<file path="src/tts_pkg.sv">
package tts_pkg;

    localparam logic [1:0] KIND_PUT   = 2'd0;
    localparam logic [1:0] KIND_CLEAR = 2'd1;
    localparam logic [1:0] KIND_READ  = 2'd2;

    localparam logic [7:0] NEWLINE_CODE = 8'd10;
    localparam logic [7:0] BLANK_CODE   = 8'h20;
    localparam logic [7:0] RESET_ATTR   = 8'h07;

    localparam logic REG_FG = 1'b0;
    localparam logic REG_BG = 1'b1;

    typedef enum logic [2:0] {
        ST_INIT,
        ST_IDLE,
        ST_READ,
        ST_COPY,
        ST_FILL,
        ST_CLEAR,
        ST_DONE
    } tts_state_t;

    typedef struct packed {
        logic [7:0] cell_char;
        logic [7:0] cell_attr;
        logic [4:0] cursor_row;
        logic [6:0] cursor_col;
        logic       scrolled;
    } tts_result_t;

endpackage

</file>
<file path="src/tts_ctrl.sv">
module tts_ctrl #(
    parameter int COLUMNS = 80,
    parameter int ROWS    = 25
) (
    input  logic                  aclk,
    input  logic                  aresetn,
    input  logic                  s_valid,
    output logic                  s_ready,
    input  logic [1:0]            s_kind,
    input  logic [7:0]            s_char_code,
    input  logic [10:0]           s_cell_index,
    input  logic [7:0]            attr,
    output logic                  res_valid,
    input  logic                  res_ready,
    output tts_pkg::tts_result_t  res,
    output logic                  mem_we,
    output logic [$clog2(ROWS*COLUMNS)-1:0] mem_waddr,
    output logic [15:0]           mem_wdata,
    output logic                  mem_re,
    output logic [$clog2(ROWS*COLUMNS)-1:0] mem_raddr,
    input  logic [15:0]           mem_rdata
);
    import tts_pkg::*;

    localparam int CELL_COUNT = ROWS * COLUMNS;
    localparam int MOVE_COUNT = CELL_COUNT - COLUMNS;
    localparam int ADDR_W     = $clog2(CELL_COUNT);
    localparam int CNT_W      = $clog2(CELL_COUNT + 1);
    localparam int ROW_W      = $clog2(ROWS);
    localparam int COL_W      = $clog2(COLUMNS);

    tts_state_t        state_reg, state_next;
    logic [CNT_W-1:0]  cnt_reg, cnt_next;
    logic [ROW_W-1:0]  row_reg, row_next;
    logic [COL_W-1:0]  col_reg, col_next;
    logic [ADDR_W-1:0] base_reg, base_next;
    logic              hit_reg, hit_next;
    logic [7:0]        char_reg, char_next;
    logic [7:0]        attr_reg, attr_next;
    logic              scrolled_reg, scrolled_next;
    logic              wrap;
    logic [15:0]       blank;

    assign blank = {attr, BLANK_CODE};

    always_ff @(posedge aclk) begin
        if (!aresetn) begin
            state_reg <= ST_INIT;
            cnt_reg   <= '0;
            row_reg   <= '0;
            col_reg   <= '0;
            base_reg  <= '0;
        end else begin
            state_reg <= state_next;
            cnt_reg   <= cnt_next;
            row_reg   <= row_next;
            col_reg   <= col_next;
            base_reg  <= base_next;
        end
    end

    always_ff @(posedge aclk) begin
        hit_reg      <= hit_next;
        char_reg     <= char_next;
        attr_reg     <= attr_next;
        scrolled_reg <= scrolled_next;
    end

    always_comb begin
        state_next    = state_reg;
        cnt_next      = cnt_reg;
        row_next      = row_reg;
        col_next      = col_reg;
        base_next     = base_reg;
        hit_next      = hit_reg;
        char_next     = char_reg;
        attr_next     = attr_reg;
        scrolled_next = scrolled_reg;
        s_ready       = 1'b0;
        res_valid     = 1'b0;
        mem_we        = 1'b0;
        mem_waddr     = '0;
        mem_wdata     = '0;
        mem_re        = 1'b0;
        mem_raddr     = '0;
        wrap          = 1'b0;

        unique case (state_reg)
            ST_INIT: begin
                mem_we    = 1'b1;
                mem_waddr = cnt_reg[ADDR_W-1:0];
                mem_wdata = {RESET_ATTR, BLANK_CODE};
                if (cnt_reg == CNT_W'(CELL_COUNT - 1)) begin
                    cnt_next   = '0;
                    state_next = ST_IDLE;
                end else begin
                    cnt_next = cnt_reg + CNT_W'(1);
                end
            end
            ST_IDLE: begin
                s_ready = 1'b1;
                if (s_valid) begin
                    char_next     = '0;
                    attr_next     = '0;
                    scrolled_next = 1'b0;
                    hit_next      = 1'b0;
                    cnt_next      = '0;
                    unique case (s_kind)
                        KIND_PUT: begin
                            if (s_char_code == NEWLINE_CODE) begin
                                col_next = '0;
                                wrap     = 1'b1;
                            end else begin
                                mem_we    = 1'b1;
                                mem_waddr = base_reg + ADDR_W'(col_reg);
                                mem_wdata = {attr, s_char_code};
                                if (col_reg == COL_W'(COLUMNS - 1)) begin
                                    col_next = '0;
                                    wrap     = 1'b1;
                                end else begin
                                    col_next = col_reg + COL_W'(1);
                                end
                            end
                            if (wrap && row_reg == ROW_W'(ROWS - 1)) begin
                                scrolled_next = 1'b1;
                                state_next    = ST_COPY;
                            end else if (wrap) begin
                                row_next   = row_reg + ROW_W'(1);
                                base_next  = base_reg + ADDR_W'(COLUMNS);
                                state_next = ST_DONE;
                            end else begin
                                state_next = ST_DONE;
                            end
                        end
                        KIND_CLEAR: begin
                            row_next   = '0;
                            col_next   = '0;
                            base_next  = '0;
                            state_next = ST_CLEAR;
                        end
                        KIND_READ: begin
                            mem_re     = 1'b1;
                            mem_raddr  = ADDR_W'(s_cell_index);
                            hit_next   = 32'(s_cell_index) < CELL_COUNT;
                            state_next = ST_READ;
                        end
                        default: begin
                            state_next = ST_DONE;
                        end
                    endcase
                end
            end
            ST_READ: begin
                char_next  = hit_reg ? mem_rdata[7:0] : 8'd0;
                attr_next  = hit_reg ? mem_rdata[15:8] : 8'd0;
                state_next = ST_DONE;
            end
            ST_COPY: begin
                if (cnt_reg < CNT_W'(MOVE_COUNT)) begin
                    mem_re    = 1'b1;
                    mem_raddr = cnt_reg[ADDR_W-1:0] + ADDR_W'(COLUMNS);
                end
                if (cnt_reg != '0) begin
                    mem_we    = 1'b1;
                    mem_waddr = cnt_reg[ADDR_W-1:0] - ADDR_W'(1);
                    mem_wdata = mem_rdata;
                end
                if (cnt_reg == CNT_W'(MOVE_COUNT)) begin
                    state_next = ST_FILL;
                end else begin
                    cnt_next = cnt_reg + CNT_W'(1);
                end
            end
            ST_FILL, ST_CLEAR: begin
                mem_we    = 1'b1;
                mem_waddr = cnt_reg[ADDR_W-1:0];
                mem_wdata = blank;
                if (cnt_reg == CNT_W'(CELL_COUNT - 1)) begin
                    cnt_next   = '0;
                    state_next = ST_DONE;
                end else begin
                    cnt_next = cnt_reg + CNT_W'(1);
                end
            end
            ST_DONE: begin
                res_valid = 1'b1;
                if (res_ready) begin
                    state_next = ST_IDLE;
                end
            end
            default: begin
                state_next = ST_IDLE;
            end
        endcase
    end

    assign res.cell_char  = char_reg;
    assign res.cell_attr  = attr_reg;
    assign res.cursor_row = 5'(row_reg);
    assign res.cursor_col = 7'(col_reg);
    assign res.scrolled   = scrolled_reg;

endmodule

</file>
<file path="config.mk">
export PLATFORM = sky130hd
export DESIGN_NAME = tts_ctrl
export DESIGN_NICKNAME = d
export VERILOG_FILES = /design/src/tts_pkg.sv /design/src/tts_ctrl.sv
export SDC_FILE = /design/constraint.sdc
export NUM_CORES = 1
export LEC_CHECK = 0
export ABC_CLOCK_PERIOD_IN_PS = 4510
export BUFFER_PORTS_ARGS = -buffer_cell sky130_fd_sc_hd__buf_2
export CORE_MARGIN = 4
export CORE_UTILIZATION = 30
export CTS_BUF_LIST = sky130_fd_sc_hd__clkbuf_4 sky130_fd_sc_hd__clkbuf_8
export CTS_CLUSTER_SIZE = 20
export DETAILED_ROUTE_END_ITERATION = 8
export SLEW_MARGIN = 0
export SYNTH_ARGS = -nofsm -noshare
export SYNTH_HDL_FRONTEND = slang
export SYNTH_SLANG_ARGS = --single-unit
</file>
<file path="constraint.sdc">
create_clock -name aclk -period 4.51 [get_ports aclk]
set_input_delay 0.451 -clock aclk [delete_from_list [all_inputs] [get_ports aclk]]
set_output_delay 0.451 -clock aclk [all_outputs]
set_load 0.005 [all_outputs]
</file>
# Yosys cells after proc, flatten, opt, wreduce, memory -nomap -nowiden
# Cells that the tools add are included.
# word_totals
elab_cells	111
out_inout_bits	71
regBits	55
# op_classes
add_sub_neg	7
n_reduce_logical	15
magnitude_cmp	2
n_mux	57
eq_ne	21
# ops
operator	count
$mux 11	12
$pmux 11 s3	2
$mux 16	4
$pmux 16 s4	1
$pmux 11 s2	2
$pmux 8 s2	2
$mux 8	3
$add 11x7->11 const B	2
$eq 11x11->1 const B	2
$lt 11x11->1 const B	2
$mux 3	6
$pmux 3 s6	1
$mux 1	15
$mux 7	2
$ne 2x2->1 const B	7
$pmux 7 s2	1
$add 11x1->11 const B	1
$add 11x7->11	1
$reduce_bool 11->1	1
$sub 11x1->11 const B	1
$mux 5	2
$pmux 5 s2	1
$reduce_and 5->1	2
$eq 3x3->1 const B	3
22 further kinds	26

# Longest topological paths before layout
# Gate-level depths: netlist of the first run.
# logic_depth
depth_word	11
ltp_mapped	9

# Worst setup path before layout of the first run
# OpenSTA, ideal clock, no wires.
# synth_timing
path_kind	flip-flop to output port
startpoint	register cnt_reg[4]
endpoint	output port mem_waddr[5]
arrival_ns	1.902
n_path_buf	2
setup_slack_ns	2.157
required_ns	4.059
path_stages_with_launch	10
path_cell_list	dfxtp_1 > clkbuf_1 > inv_1 > ha_1 > nand4bb_1 > nor3_1 > a21oi_2 > buf_2 > nand3_1 > o211ai_1
# synth_via
elab_chain_len	3
word_cells_on_any_way	4
classes_between	1 x add/sub; 2 x mux; 1 x reduce/logical
# synth_lines
item	line_no	source
from (decl)	tts_ctrl.sv:33	logic [CNT_W-1:0] cnt_reg, cnt_next;
from (signal assigned)	tts_ctrl.sv:55	cnt_reg <= cnt_next;
$sub 11x1->11 / $reduce_bool 11->1 (equally long branches)	tts_ctrl.sv:165, tts_ctrl.sv:163	
$mux 11 (*)	tts_ctrl.sv:163	if (cnt_reg != '0) begin
$pmux 11 s3 (*)	tts_ctrl.sv:88	unique case (state_reg)
to (decl)	tts_ctrl.sv:17	output logic [$clog2(ROWS*COLUMNS)-1:0] mem_waddr,
# Mark *: on every way between the ends. The rest lies on a longest branch, timed or not.

# Worst setup path in the final report of the first run
# layout_timing
startpoint	register cnt_reg[0]
endpoint	output port mem_waddr[4]
# Same word-level chain as after synthesis.

==> flow_metrics.py, run 1 <==
metrics = {
    "yosys": {
        "ys_types": 64,
        "syn_nets": 470,
        "ys_seq_elements": 51,
        "yosys_warnings": 0,
        "synth-edff-count": 18,
        "synth_flop_cell": "dfxtp_1",
        "yosysSeqAreaShare": 0.343,
        "netlist_instances": 410,
        "avgSynthCellArea_um2": 8.55,
        "async_flop_share": 0,
        "syn_area_um2": 3510,
    },
    "placement": {
        "place.gp.congestion": 0.886,
        "dp_hpwl_um": 8380,
        "io_buffers": 119,
        "dpl-instance-area_um2": 4180,
    },
    "drt": {
        "num_vias": 3578,
        "routed_wl_um": 10900,
        "ant_nets": 0,
        "drc_errors": 0,
        "avgRoutedWirePerCell_um": 16.5,
        "drt_pass1_iterations": 6,
        "via_per_inst": 5.44,
        "initialDrtViolationCount": 299,
    },
    "clocking": {
        "cts_sinks": 51,
        "holdBufCountCts": 0,
        "cts_buffer_depth": 2,
        "cts_buffers": 5,
        "cts_setup_buffers": 0,
        "path_clk_slew_ps": 110,
        "cts_tree": "done",
        "cts_resized": 0,
        "clkLatencyLatePin_ps": 320,
        "clockRootBuffer": "clkbuf_8",
        "htree_levels": 2,
    },
    "pwr": {
        "p_leak_nw": 1.79,
        "pwr_density_cell_nw_per_um2": 283,
        "ir_drop_mv": 0.140,
    },
    "critical_path": {
        "crit_required_ps": 4060,
        "ff2ff_setup_slack_ps": 2090,
        "crit_type": "reg -> out",
        "cp_data_arrival_time_ps": 2880,
        "endpoint": "mem_waddr[4]",
        "r2r.worst_path.cells": 6,
        "slowest_stage": "a21oi_2",
        "rr_startpoint": "col_reg[0]",
        "r2r_end": "base_reg[10]",
        "cp_cell_sequence": "inv_1, ha_1, nand4bb_1, nor3_1, a21oi_2, nand3_1, o211ai_1, buf_2",
        "worstSetupStartpoint": "cnt_reg[0]",
        "cpPeakStageDelay_ps": 740,
        "endpoint_kind": "output port",
        "cp-start-kind": "register",
        "crit_fanout": 18,
    },
    "sta": {
        "setup_viol": 0,
        "timing.slew.headroom": 0.345,
        "hold_viol_final": 0,
        "slew_violations": 0,
        "min_period_over_period": 0.738,
        "fmax_mhz": 301,
        "rsz0062_at_grt": "false",
        "fin_skew_ps": 12.9,
        "worstMarginPinSlew_ps": 979,
        "fin_crit_ps": 3330,
        "fin_tns_setup_ps": 0,
    },
    "floorplan": {
        "die_y_um": 116,
        "num_rows": 39,
        "die_w_um": 116,
        "die_area_um2": 13500,
        "ios": 120,
        "start_util": 0.307,
        "core_area_um2": 11400,
    },
    "finish": {
        "final_common_cell": "buf_2",
        "mostFrequentLayoutCells": "buf_2, nor2_1, o21ai_0",
        "syn_to_final_growth_pct": 21.9,
        "drive_above_1_share": 0.280,
        "largest_register_ff_count": 11,
        "antenna_cells": 0,
        "fin_nets": 574,
        "finish.utilization": 0.374,
        "fin_area_um2": 4270,
    },
    "global_route": {
        "grt_pass1_vias": 3313,
        "antenna_found_initial": 0,
        "track_usage": 0.155,
        "overflow": 0,
        "grt_pass1_wl_um": 16700,
        "grt_max_degree": 22,
    },
    "worst_hold_path": {
        "min_from": "mem_rdata[4]",
        "hold_class": "in -> reg",
    },
    "job": {
        "cap_violations": 0,
    },
    "run_status": {
        "outcome": "complete, no violations",
    },
}
-- metal layers --
layer | GRT usage | up-vias | part of all wire
met4 | 0.0333 | 0 | 0.013
met1 | 0.201 | 1683 | 0.42
met5 | 0 | - | 0
met3 | 0.0358 | 15 | 0.093
li1 | - | 1733 | -
met2 | 0.264 | 147 | 0.47
-- Yosys cell counts (3+ instances only) --
master    instances  area [um^2]
nor2_1           36          135
o21ai_0          35          175
dfxtp_1          33          661
a21oi_1          22          110
nand3_1          21          105
nand2_1          20         75.1
and2_1           18          113
edfxtp_1         18          541
xnor2_1          17          149
a22o_1           16          140
nor3_1           15         75.1
inv_1            14         52.6
clkbuf_1         13         48.8
ha_1             11          138
xor2_1            8         70.1
o211ai_1          6         45.0
or3_1             6         37.5
a211oi_1          5         37.5
a21o_1            5         37.5
a221o_1           5         50.1
a22oi_1           5         37.5
a31oi_1           5         31.3
and3_1            5         31.3
buf_2             5         25.0
nand2b_1          5         31.3
nor4_1            4         25.0
buf_4             3         22.5
nand3b_1          3         22.5
nand4_1           3         18.8
or4_1             3         22.5
-- worst min-delay path by stage --
stage | endpoint | slack [ps] | cells after the start
5_1_grt | char_reg[4] | 420 | 2
3_3_place_gp | base_reg[10] | 490 | 2
3_5_place_dp | base_reg[10] | 510 | 2
6_report | char_reg[4] | 410 | 2
2_1_floorplan | base_reg[4] | 470 | 2
4_1_cts | char_reg[4] | 410 | 2
-- power by group --
part	switching (W)	leakage, nW	internal (W)	total [W]
logic	0.000214	1.31	0.000149	0.000364
clock network	0.000180	0.0502	0.000116	0.000295
registers	0.0000405	0.432	0.000512	0.000553
total	0.000434	1.79	0.000777	0.00121
-- layout make-up --
| cell class | instances | area, um^2 |
|---|---|---|
| inverters | 15 | 56.3 |
| fillers | 1207 | 7140 |
| clock inverters | 3 | 28.8 |
| repair buffers | 122 | 618 |
| clock buffers | 5 | 68.8 |
| multi-input cells | 319 | 2120 |
| flip-flops and latches | 51 | 1200 |
| well taps | 143 | 179 |
-- logic make-up after synthesis --
group / count (synthesis) / synth area share
AO/OA/AOI/OAI: 120 / 0.234
adder cells (fa/ha/maj): 11 / 0.0393
buffers and inverters: 40 / 0.0521
flip-flops: 51 / 0.343
XOR/XNOR: 25 / 0.0625
AND/OR/NAND/NOR: 161 / 0.264
multiplexers: 2 / 0.00571
-- critical path, delay by kind of cell (launching register included) --
kind,cells,cell delay (ps)
fa+ha+maj,1,290
buf+inv,2,270
flops,1,460
compound gates,2,970
simple gates,3,570
-- metrics by stage --
step | hold slack, ps | std cells | setup WS, ps | total power, W
final | 414 | 658 | 1180 | 0.00121
after floorplan | 474 | 410 | 2160 | 0.000781
after global routing | 424 | 658 | 942 | 0.00129
after global placement | 495 | 650 | 1600 | 0.000920
after CTS | 408 | 658 | 1140 | 0.00122
after detailed placement | 506 | 650 | 1520 | 0.000927
(Power assumes the default switching activity.)
==> inputs of run 2 (changes only) <==
ABC_CLOCK_PERIOD_IN_PS = 2880   (was 4510)
clock period = 2.88 ns   (was 4.51 ns; I/O delays follow)
==> flow_metrics.py, run 2 (same netlist as run 1, synthesis figures left out) <==
metrics = {
    "floorplan": {
        "die_w_um": 116,
        "core_area_um2": 11400,
        "num_rows": 39,
        "start_util": 0.307,
        "die_area_um2": 13500,
        "die_y_um": 116,
        "ios": 120,
    },
    "drt": {
        "drt_pass1_iterations": 4,
        "via_per_inst": 5.30,
        "routed_wl_um": 10700,
        "ant_nets": 0,
        "initialDrtViolationCount": 207,
        "avgRoutedWirePerCell_um": 16.1,
        "drc_errors": 0,
        "num_vias": 3534,
    },
    "global_route": {
        "grt_max_degree": 21,
        "antenna_found_initial": 0,
        "grt_pass1_vias": 3311,
        "track_usage": 0.156,
        "overflow": 0,
        "grt_pass1_wl_um": 16800,
    },
    "critical_path": {
        "cp_cell_sequence": "inv_1, ha_1, nand4bb_4, o41ai_4, buf_4, buf_4, nor3_1, a31oi_1, nand2_1, buf_2",
        "crit_type": "reg -> out",
        "crit_required_ps": 2590,
        "endpoint": "mem_waddr[7]",
        "slowest_stage": "dfxtp_1",
        "r2r_end": "base_reg[10]",
        "crit_fanout": 11,
        "endpoint_kind": "output port",
        "cp_data_arrival_time_ps": 2390,
        "cp-start-kind": "register",
        "worstSetupStartpoint": "cnt_reg[4]",
        "cpPeakStageDelay_ps": 420,
        "crit_top_cell": "buf_4",
        "ff2ff_setup_slack_ps": 540,
        "rr_startpoint": "col_reg[0]",
        "r2r.worst_path.cells": 6,
    },
    "sta": {
        "rsz0062_at_grt": "false",
        "fmax_mhz": 373,
        "fin_skew_ps": 12.9,
        "slew_violations": 0,
        "fin_crit_ps": 2680,
        "fin_tns_setup_ps": 0,
        "min_period_over_period": 0.931,
        "hold_viol_final": 0,
        "timing.slew.headroom": 0.554,
        "worstMarginPinSlew_ps": 668,
        "setup_viol": 0,
    },
    "clocking": {
        "cts_buffer_depth": 2,
        "path_clk_slew_ps": 100,
        "cts_sinks": 51,
        "clockRootBuffer": "clkbuf_8",
        "clkLatencyLatePin_ps": 320,
        "cts_tree": "done",
        "cts_buffers": 5,
        "htree_levels": 2,
        "holdBufCountCts": 0,
    },
    "placement": {
        "dp_hpwl_um": 8500,
        "io_buffers": 119,
        "dp_cells": 656,
        "place.gp.congestion": 0.887,
    },
    "finish": {
        "syn_to_final_growth_pct": 24.4,
        "largest_register_ff_count": 11,
        "fin_nets": 583,
        "antenna_cells": 0,
        "drive_above_1_share": 0.298,
        "fill_cells": 1179,
        "mostFrequentLayoutCells": "buf_2, nor2_1, o21ai_0",
        "finish.utilization": 0.382,
        "fin_cells": 667,
        "final_common_cell": "buf_2",
    },
    "run_status": {
        "outcome": "complete, no violations",
    },
    "pwr": {
        "totalPowerFinal_w": 0.00191,
        "p_leak_nw": 1.83,
        "intPower_w": 0.00124,
        "clock_power_share": 0.228,
        "p_switching_w": 0.000667,
        "pwr_density_cell_nw_per_um2": 438,
        "power_frac_comb": 0.329,
        "power.share.switching": 0.349,
        "pwr-share-seq": 0.442,
        "ir_drop_mv": 0.195,
    },
    "job": {
        "cap_violations": 0,
    },
    "worst_hold_path": {
        "hold_class": "in -> reg",
    },
}
[run 2: cell count changes in the layout (fill, tap and decap cells not counted), sizes merged]
| cell | previous run | this run |
|---|---|---|
| buf | 122 | 131 |
| clkinv | 2 | 0 |
| clkinvlp | 0 | 2 |
[run 2: stage by stage]
| step | cell area (um^2) | hold slack (ps) | setup WS [ps] |
|---|---|---|---|
| after floorplan | 3510 | 471 | 690 |
| final | 4360 | 260 | 200 |
| after CTS | 4310 | 246 | 7.09 |
| after detailed placement | 4220 | 500 | 362 |
| after global routing | 4360 | 249 | 41.2 |
| after global placement | 4220 | 492 | 450 |
[run 2: power by group through the flow]
stage	combinational, W	sequential (W)	clock [W]
2_1_floorplan	0.000368	0.000856	0
3_3_place_gp	0.000600	0.000860	0
3_5_place_dp	0.000612	0.000862	0
4_1_cts	0.000613	0.000845	0.000464
5_1_grt	0.000707	0.000854	0.000483
6_report	0.000629	0.000845	0.000436
[run 2: layout make-up]
| type | instances | area [um^2] | area share |
|---|---|---|---|
| inverters | 15 | 56.3 | 0.0129 |
| flip-flops and latches | 51 | 1200 | 0.275 |
| clock inverters | 3 | 23.8 | 0.00545 |
| well taps | 143 | 179 | 0.0410 |
| clock buffers | 5 | 68.8 | 0.0158 |
| multi-input cells | 319 | 2150 | 0.492 |
| repair buffers | 131 | 686 | 0.157 |
[run 2: repair_timing]
| action | 4_1_cts | 5_1_grt |
|---|---|---|
| gates resized for setup | 0 | 4 |
| setup endpoints to repair | 0 | 21 |
| buffers inserted | 0 | 3 |
[run 2: worst min path at each step]
stage                 start     endpoint  slack (ps)  depth (start not counted)
4_1_cts        mem_rdata[7]  char_reg[7]         250                          2
3_5_place_dp    base_reg[4]  base_reg[4]         500                          2
3_3_place_gp    base_reg[4]  base_reg[4]         490                          2
5_1_grt        mem_rdata[7]  char_reg[7]         250                          2
2_1_floorplan       aresetn   cnt_reg[4]         470                          2
6_report       mem_rdata[7]  char_reg[7]         260                          2
[run 2: layer usage]
layer,part of all wire,up-vias,track usage
li1,-,1748,-
met1,0.44,1655,0.209
met2,0.47,115,0.258
met3,0.074,16,0.0295
met4,0.018,0,0.0418
met5,0,-,0
[run 2: critical path: cells and delay by family, from the launching register on]
| family | cells | cell delay, ps |
|---|---|---|
| AOI/OAI and AO/OA | 2 | 480 |
| adders and majority gates | 1 | 270 |
| buffers and inverters | 4 | 560 |
| DFF | 1 | 420 |
| and+or+nand+nor | 3 | 340 |
==> inputs of run 3 (changes only) <==
--- a/config.mk
+++ b/config.mk
@@ -7,3 +7,3 @@
 export LEC_CHECK = 0
-export ABC_CLOCK_PERIOD_IN_PS = 2880
+export ABC_CLOCK_PERIOD_IN_PS = 3000
 export BUFFER_PORTS_ARGS = -buffer_cell sky130_fd_sc_hd__buf_2
==> constraint.sdc (replaced) <==
create_clock -name aclk -period 3 [get_ports aclk]
set_input_delay 0.9 -clock aclk [delete_from_list [all_inputs] [get_ports aclk]]
set_output_delay 0.9 -clock aclk [all_outputs]
set_load 0.005 [all_outputs]
==> flow_metrics.py, run 3 (same netlist as run 1, synthesis figures left out) <==
metrics = {
    "critical_path": {
        "cp-start-kind": "primary input",
        "crit_fanout": 4,
        "crit_type": "in -> out",
        "rr_startpoint": "col_reg[0]",
        "cp_num_buf_inv": 4,
        "crit_top_cell": "buf_6",
        "r2r.worst_path.cells": 6,
        "crit_required_ps": 2100,
        "slowest_stage": "or3_4",
        "cp_data_arrival_time_ps": 2390,
        "endpoint_kind": "output port",
        "cpPeakStageDelay_ps": 390,
        "cp_cell_sequence": "buf_6, nor4bb_4, and2_4, buf_6, or3_4, buf_6, o211ai_1, buf_2",
        "ff2ff_setup_slack_ps": 580,
        "r2r_end": "base_reg[4]",
        "crit_family": "simple AND/OR/NAND/NOR gates",
    },
    "worst_hold_path": {
        "min_from": "base_reg[10]",
        "hold_path_depth": 2,
        "hold_class": "reg -> reg",
        "holdPathEnd": "base_reg[10]",
    },
    "finish": {
        "drive_above_1_share": 0.397,
        "fin_nets": 636,
        "final_common_cell": "buf_2",
        "largest_register_ff_count": 11,
        "finish.utilization": 0.437,
        "fin_area_um2": 4990,
        "antenna_cells": 0,
        "syn_to_final_growth_pct": 42.3,
        "mostFrequentLayoutCells": "buf_2, buf_4, nor2_1",
    },
    "sta": {
        "fin_crit_ps": 3290,
        "setup_ws_ps": -290,
        "slew_violations": 0,
        "fin_skew_ps": 9.81,
        "holdWs_ps": 519,
        "worstMarginPinSlew_ps": 625,
        "timing.slew.headroom": 0.581,
        "rsz0062_at_grt": "true",
        "setup_viol": 22,
        "hold_viol_final": 0,
        "fmax_mhz": 304,
        "min_period_over_period": 1.10,
    },
    "drt": {
        "drt_pass1_iterations": 5,
        "initialDrtViolationCount": 330,
        "ant_nets": 0,
        "drc_errors": 0,
        "avgRoutedWirePerCell_um": 16.5,
        "num_vias": 3823,
        "routed_wl_um": 11900,
        "via_per_inst": 5.31,
    },
    "floorplan": {
        "core_area_um2": 11400,
        "die_w_um": 116,
        "die_y_um": 116,
        "num_rows": 39,
        "die_area_um2": 13500,
        "start_util": 0.307,
        "ios": 120,
    },
    "clocking": {
        "holdBufCountCts": 0,
        "clockRootBuffer": "clkbuf_8",
        "cts_buffer_depth": 2,
        "cts_buffers": 5,
        "cts_sinks": 51,
        "htree_levels": 2,
        "path_clk_slew_ps": 100,
        "cts_tree": "done",
        "clkLatencyLatePin_ps": 310,
    },
    "placement": {
        "dpl-instance-area_um2": 4510,
        "dp_hpwl_um": 9020,
        "pre_cts_ws_ps": -698,
        "io_buffers": 119,
        "place.gp.congestion": 0.918,
    },
    "global_route": {
        "overflow": 0,
        "grt_pass1_vias": 3608,
        "grt_max_degree": 21,
        "grt_pass1_wl_um": 18200,
        "track_usage": 0.169,
        "antenna_found_initial": 0,
    },
    "pwr": {
        "pwr_density_cell_nw_per_um2": 414,
        "ir_drop_mv": 0.206,
        "p_leak_nw": 2.15,
    },
    "job": {
        "cap_violations": 0,
    },
    "run_status": {
        "violations": "setup timing",
        "outcome": "finished with violations",
    },
}
run 3: what timing repair did:
item | 4_1_cts | 5_1_grt
resized for setup | 45 | 15
endpoints found under the setup margin | 28 | 36
hold endpoints to repair | 0 | 0
gates cloned | 1 | 0
pin swaps | 19 | 13
buffers inserted | 9 | 7
run 3: metrics by stage:
| step | cells | setup TNS [ps] | total power (W) |
|---|---|---|---|
| 5_1_grt | 720 | -4150 | 0.00221 |
| 4_1_cts | 713 | -3030 | 0.00203 |
| 2_1_floorplan | 410 | 0 | 0.00117 |
| 6_report | 720 | -2960 | 0.00207 |
| 3_3_place_gp | 695 | -9390 | 0.00149 |
| 3_5_place_dp | 695 | -9780 | 0.00150 |
run 3: how the worst max path moves through the flow:
stage / slack [ps] / cells after the start / startpoint / end
floorplan: 40 / 7 / s_char_code[3] / mem_waddr[1]
global placement: -690 / 7 / s_char_code[3] / mem_waddr[1]
detailed placement: -700 / 7 / s_char_code[1] / mem_waddr[1]
CTS: -230 / 8 / s_char_code[1] / mem_waddr[5]
global route: -250 / 9 / s_char_code[3] / mem_waddr[6]
finish: -290 / 8 / s_char_code[3] / mem_waddr[5]
run 3: final cells by class:
| class | instances | area [um^2] |
|---|---|---|
| repair buffers | 184 | 1150 |
| inverters | 15 | 61.3 |
| flip-flops and latches | 51 | 1210 |
| clock inverters | 3 | 23.8 |
| well taps | 143 | 179 |
| multi-input cells | 319 | 2290 |
| fillers | 1126 | 6430 |
| clock buffers | 5 | 68.8 |
run 3: layer usage:
metal | part of all wire | routed length (um) | up-vias | global-route usage
met4 | 0.024 | 283 | 0 | 0.0510
li1 | - | - | 1854 | -
met3 | 0.072 | 857 | 22 | 0.0285
met1 | 0.43 | 5110 | 1819 | 0.223
met2 | 0.47 | 5610 | 128 | 0.284
met5 | 0 | 0 | - | 0
run 3: report_power, final:
group	total [W]	internal [W]	switching, W
combinational	0.000833	0.000400	0.000433
clock	0.000423	0.000168	0.000255
sequential	0.000810	0.000776	0.0000341
total	0.00207	0.00134	0.000722
run 3: worst reg2reg max path: cells and delay by family, from the launching register on:
family | cells | cell delay [ps]
adder cells (fa/ha/maj) | 1 | 240
AND/OR/NAND/NOR | 3 | 920
flip-flops | 1 | 510
AO/OA/AOI/OAI | 2 | 670
